**src/hw/rtl/smpq_pkg.sv**
```systemverilog
// shared types and codes for the sorted minimum-first priority queue
`default_nettype none

package smpq_pkg;

   localparam int KEY_W   = 32;
   localparam int OP_W    = 2;
   localparam int ERR_W   = 2;
   localparam int COUNT_W = 7;

   typedef logic signed [KEY_W-1:0] key_type;
   typedef logic [OP_W-1:0]         opcode_type;
   typedef logic [ERR_W-1:0]        error_type;

   // operation codes, code 3 behaves as a query
   localparam opcode_type OP_PUSH  = 2'd0;
   localparam opcode_type OP_POP   = 2'd1;
   localparam opcode_type OP_QUERY = 2'd2;

   // error codes
   localparam error_type ERR_NONE  = 2'd0;
   localparam error_type ERR_FULL  = 2'd1;
   localparam error_type ERR_EMPTY = 2'd2;

   // broadcast from the controller to every cell
   typedef struct packed {
      logic    push_en;
      logic    pop_en;
      key_type key;
   } cell_ctrl_type;

endpackage

`default_nettype wire

```
**src/hw/rtl/smpq_cell.sv**
```systemverilog
// one slot of the sorted chain: holds a key and trades it with its neighbors
`default_nettype none

module smpq_cell (
   input  wire logic                   clock,
   input  wire smpq_pkg::cell_ctrl_type ctrl,
   input  wire logic                   occupied,
   input  wire smpq_pkg::key_type      left_entry,
   input  wire logic                   left_ins,
   input  wire smpq_pkg::key_type      right_entry,
   output      smpq_pkg::key_type      entry,
   output      smpq_pkg::key_type      entry_next,
   output      logic                   ins
);
   import smpq_pkg::*;

   key_type entry_ff;
   key_type entry_in;

   // the new key belongs at or before this slot
   assign ins = !occupied || (ctrl.key <= entry_ff);

   // push shifts up from the left, pop shifts down from the right
   always_comb begin
      priority if (ctrl.push_en) begin
         if (ins) begin
            entry_in = left_ins ? left_entry : ctrl.key;
         end else begin
            entry_in = entry_ff;
         end
      end else if (ctrl.pop_en) begin
         entry_in = right_entry;
      end else begin
         entry_in = entry_ff;
      end
   end

   always_ff @(posedge clock) begin
      entry_ff <= entry_in;
   end

   assign entry      = entry_ff;
   assign entry_next = entry_in;

endmodule

`default_nettype wire

```
**config.mk**
```make
export PLATFORM = sky130hd
export DESIGN_NAME = smpq_cell
export DESIGN_NICKNAME = d
export VERILOG_FILES = /design/src/hw/rtl/smpq_pkg.sv /design/src/hw/rtl/smpq_cell.sv
export SDC_FILE = /design/constraint.sdc
export NUM_CORES = 1
export LEC_CHECK = 0
export ABC_AREA = 1
export BUFFER_PORTS_ARGS = -buffer_cell sky130_fd_sc_hd__buf_4
export CAP_MARGIN = 20
export CELL_PAD_IN_SITES_DETAIL_PLACEMENT = 2
export CELL_PAD_IN_SITES_GLOBAL_PLACEMENT = 2
export CORE_MARGIN = 5
export CORE_UTILIZATION = 24
export DETAILED_ROUTE_END_ITERATION = 8
export GPL_TIMING_DRIVEN = 0
export MAX_ROUTING_LAYER = met4
export PLACE_DENSITY_LB_ADDON = 0.1
export SYNTH_ARGS = -nofsm -noshare
export SYNTH_HDL_FRONTEND = slang
export SYNTH_SLANG_ARGS = --single-unit
```
**constraint.sdc**
```tcl
create_clock -name clock -period 2.6 [get_ports clock]
set_input_delay 0.39 -clock clock [delete_from_list [all_inputs] [get_ports clock]]
set_output_delay 0.39 -clock clock [all_outputs]
set_load 0.01 [all_outputs]
```
==> Word level (Yosys, flattened, before mapping) <==
Index checks and enable logic that the tools add are counted.
Widths: inputs -> output; s select.
{ "totals": {"regBits": 32, "mem_bits_rw": 0, "romBits": 0, "output_inout_bits": 65, "latchBits": 0, "wordCells": 8, "memories": 0, "in_bits": 101} }
{ "op_classes": {"eq_ne": 0, "multipliers": 0, "order_cmp": 1, "div": 0, "add_sub_neg": 0, "n_shift": 0, "n_reduce_logical": 2, "bitwise": 0, "muxes": 4} }
{ "ops": {"columns": ["operator", "count"], "rows": [
  ["$mux 32", 4],
  ["$le 32x32->1", 1],
  ["$logic_not 1->1", 1],
  ["$logic_or 1x1->1", 1]
]} }

==> Depth between registers and ports, before layout <==
{ "depth": {"depth_word": 4, "ltp_mapped": 19, "mapped_depth_nobuf": 18} }

==> Least setup slack after synthesis <==
OpenSTA, ideal clock, no wires.
{ "synth_timing": {"path_type": "reg2out", "from": "register entry_ff[31] (netlist: entry[31])", "to": "output entry_next[22]", "path_slack_ns": 0.217, "required_ns": 2.210, "n_path_buf": 1, "stages_incl_launch_ff": 14, "arrival_ns": 1.993, "path_cell_list": "dfxtp_1 > inv_1 > ha_1 > a21oi_1 > o21a_1 > nand2_1 > a21oi_1 > nand2_1 > nand2_1 > nand3_4 > buf_12 > nand2_2 > nand3_2 > nand2_1"} }
{ "synth_via": {"elab_chain_cells": 4} }
{ "synth_lines": {"columns": ["element", "line", "source"], "rows": [
  ["from (decl)", "smpq_cell.sv:17", "key_type entry_ff;"],
  ["from (signal assigned)", "smpq_cell.sv:39", "entry_ff <= entry_in;"],
  ["$le 32x32->1", "smpq_cell.sv:21", "assign ins = !occupied || (ctrl.key <= entry_ff);"],
  ["$logic_or 1x1->1", "smpq_cell.sv:21", null],
  ["net ins", "smpq_cell.sv:13", "output logic ins"],
  ["$mux 32", "smpq_cell.sv:26", "if (ins) begin"],
  ["$mux 32", "smpq_cell.sv:25", "priority if (ctrl.push_en) begin"],
  ["to (decl)", "smpq_cell.sv:12", "output smpq_pkg::key_type entry_next,"]
]} }
The timed path passes the listed nets, and every way through them passes these cells.

==> Worst setup path in the final report <==
{ "layout_timing": {"from": "register entry_ff[31] (netlist: entry[31])", "to": "output entry_next[27]"} }
{ "layout_via": {"elab_chain_cells": 4} }
{ "layout_lines": {"columns": ["element", "line"], "rows": [
  ["$le 32x32->1", "smpq_cell.sv:21"],
  ["$logic_or 1x1->1", "smpq_cell.sv:21"],
  ["$mux 32", "smpq_cell.sv:26"],
  ["$mux 32", "smpq_cell.sv:25"]
]} }
No other way between the ends.

==> flow_summary.json <==
{
  "place_inst": 772,
  "final_cells": 812,
  "syn2layout_area_growth_pct": 84.3,
  "worst-slew-pin-transition_ns": 0.855,
  "clockRootBuffer": "clkbuf_16",
  "max_freq_mhz": 338,
  "leakage_nw": 2.85,
  "clk_pin_slew_ns": 0.06,
  "yosysSeqAreaShare": 0.201,
  "start_kind": "flip-flop",
  "wl_um": 16200,
  "fin_util": 0.448,
  "worstPathRequired_ns": 2.21,
  "irDropWorstVdd_v": 0.000231,
  "die_y_um": 125,
  "critical_path_class": "reg -> out",
  "postLayoutSetupSlackWorst_ns": -0.361,
  "antennaDiodeCount": 0,
  "dpl.hpwl_um": 11700,
  "grt_pass1_vias": 4588,
  "drc_errors": 0,
  "dp_slack_ns": -0.345,
  "place_area_um2": 4640,
  "grt_pass1_wl_um": 24700,
  "hold_violations": 0,
  "globalRouteTotalUtil": 0.204,
  "ys.flop_type": "dfxtp_1",
  "end_kind": "output pin",
  "vias": 3946,
  "cts.sinks": 32,
  "setup_viol": 34,
  "postSynth.asyncResetShare": 0,
  "grt_max_degree": 11,
  "syn-num-nets": 566,
  "firstDrtPassIters": 4,
  "via_per_inst": 4.86,
  "cts_tree": "done",
  "drt_iter0_markers": 105,
  "ys_ff_latch": 32,
  "violations": "negative setup slack",
  "antenna_found_initial": 0,
  "hold_path.class": "in -> reg",
  "ant_nets": 0,
  "period_minus_slack_ns": 2.96,
  "grt_setup_unrepaired": "true",
  "fin_crit_sh": 1.14,
  "clockBufferDepth": 2,
  "core_region_area_um2": 13100,
  "dieArea_um2": 15700,
  "final_area_um2": 5880,
  "clk-insertion-delay-late_ns": 0.30,
  "n_fill_cell": 1454,
  "power_density_nw_per_um2": 577,
  "tns_ns": -10.39,
  "layout-drive-gt1-share": 0.648,
  "grt_overflow": 0,
  "clock_skew_ns": 0.00598,
  "dieWidth_um": 125,
  "yosysWarnings": 0,
  "largest_register_ffs": 32,
  "drv_cap": 0,
  "syn-cell-area_um2": 3190,
  "wl_per_cell_um": 19.9,
  "crit_arrival_ns": 2.57,
  "status": "complete, but fails checks",
  "start_util": 0.243,
  "htreeDepth": 2,
  "port_buffers": 163,
  "critPathMaxFanout": 6,
  "slew_violations": 0,
  "synthCells": 433,
  "ys_types": 25,
  "cts_buffers": 5,
  "slew_headroom": 0.430,
  "io_pins": 166,
  "nets": 771,
  "gp_congestion": 0.785,
  "syn_avg_cell_area_um2": 7.37,
  "rows": 42,
  "synth-edff-count": 0
}
-- per-stage QoR --
step | hold WS [ns] | power, mW
after global placement | 0.633 | 2.10
after CTS | 0.356 | 3.25
after detailed placement | 0.641 | 2.15
after floorplan | 0.602 | 1.47
after global routing | 0.382 | 3.61
final | 0.367 | 3.40
-- final timing paths --
check             startpoint              to  slack (ns)  depth (start not counted)
max                entry[31]  entry_next[27]       -0.36                         16
min          right_entry[26]       entry[26]        0.37                          3
max reg2reg        entry[31]        entry[1]       -0.31                         21
min reg2reg        entry[26]       entry[26]        0.65                          4
-- power breakdown --
part           switching (mW)  internal, mW  total, mW
Combinational            1.09          1.05       2.15
Sequential             0.0629         0.594      0.657
Clock                   0.253         0.340      0.592
Total                    1.41          1.99       3.40
-- metal layers --
layer,share of wire,routed length (um),GRT usage
met2,0.53,8550,0.363
met4,0.017,280,0.0587
met3,0.036,575,0.0345
met1,0.42,6780,0.235
met5,0,0,-
-- synth_stat cells, types with 2 or more instances --
cell type	instances	share of area
a21oi_1	47	0.074
buf_1	3	0.0035
buf_12	3	0.019
buf_2	10	0.016
buf_4	2	0.0047
clkbuf_1	11	0.013
dfxtp_1	32	0.20
ha_1	32	0.13
inv_1	42	0.049
mux2i_1	31	0.097
nand2_1	71	0.083
nand2_2	30	0.059
nand3_1	4	0.0063
nand3_2	30	0.094
nand4_1	34	0.067
nor2_1	8	0.0094
o21a_1	2	0.0047
o21ai_0	34	0.053
-- placed cells by master (no fill, tap or decap), types with 2 or more instances in the layout --
cell type,Yosys,routed
nand3_2,30,32
a21oi_1,47,38
inv_2,1,21
dfxtp_2,0,21
nand2_1,71,24
dfxtp_1,32,11
nand4_1,34,34
nor2_1,8,4
nand3_4,1,2
inv_4,0,3
ha_1,32,11
ha_4,0,21
buf_12,3,8
buf_2,10,4
o21a_1,2,2
nand2_2,30,58
nor2_4,0,5
buf_1,3,3
mux2i_1,31,31
buf_6,0,37
o21ai_0,34,33
clkbuf_16,0,6
a21oi_2,0,9
buf_4,2,162
inv_1,42,19
clkbuf_1,11,11
nand2_4,0,19
-- worst max-delay path, cell delays in order, from the launching register on --
cell	delay, ns
dfxtp_2	0.34
inv_2	0.06
ha_4	0.29
nand2_4	0.05
nor2_4	0.13
nand2_4	0.07
nor3b_4	0.24
nand2_1	0.10
o21a_4	0.23
nand3_4	0.11
buf_12	0.12
buf_12	0.11
buf_8	0.12
nand2_4	0.04
nand3_2	0.06
nand2_2	0.06
buf_6	0.12
-- timing repair --
action / CTS / global route
pin swaps: 25 / 21
gates cloned: 1 / 1
resized for setup: 163 / 45
buffers inserted: 28 / 6
hold buffers: 0 / 0
setup endpoints to repair: 33 / 34
-- final cells by class --
type | instances | area (um^2) | share of cell area
well taps | 176 | 220 | 0.0374
repair buffers | 198 | 1710 | 0.290
flip-flops and latches | 32 | 667 | 0.113
inverters | 43 | 169 | 0.0287
plain buffers | 29 | 200 | 0.0340
multi-input cells | 329 | 2800 | 0.475
clock buffers | 5 | 125 | 0.0213
-- cells by family (layout without fill, tap and decap cells) --
kind of cell / Yosys count / count (layout) / share of synthesized area
and+or+nand+nor: 181 / 181 / 0.332
AOI/OAI and AO/OA: 85 / 85 / 0.139
buffers and inverters: 72 / 275 / 0.106
adders and majority gates: 32 / 32 / 0.125
DFF: 32 / 32 / 0.201
muxes: 31 / 31 / 0.0972
(Power assumes the default switching activity.)
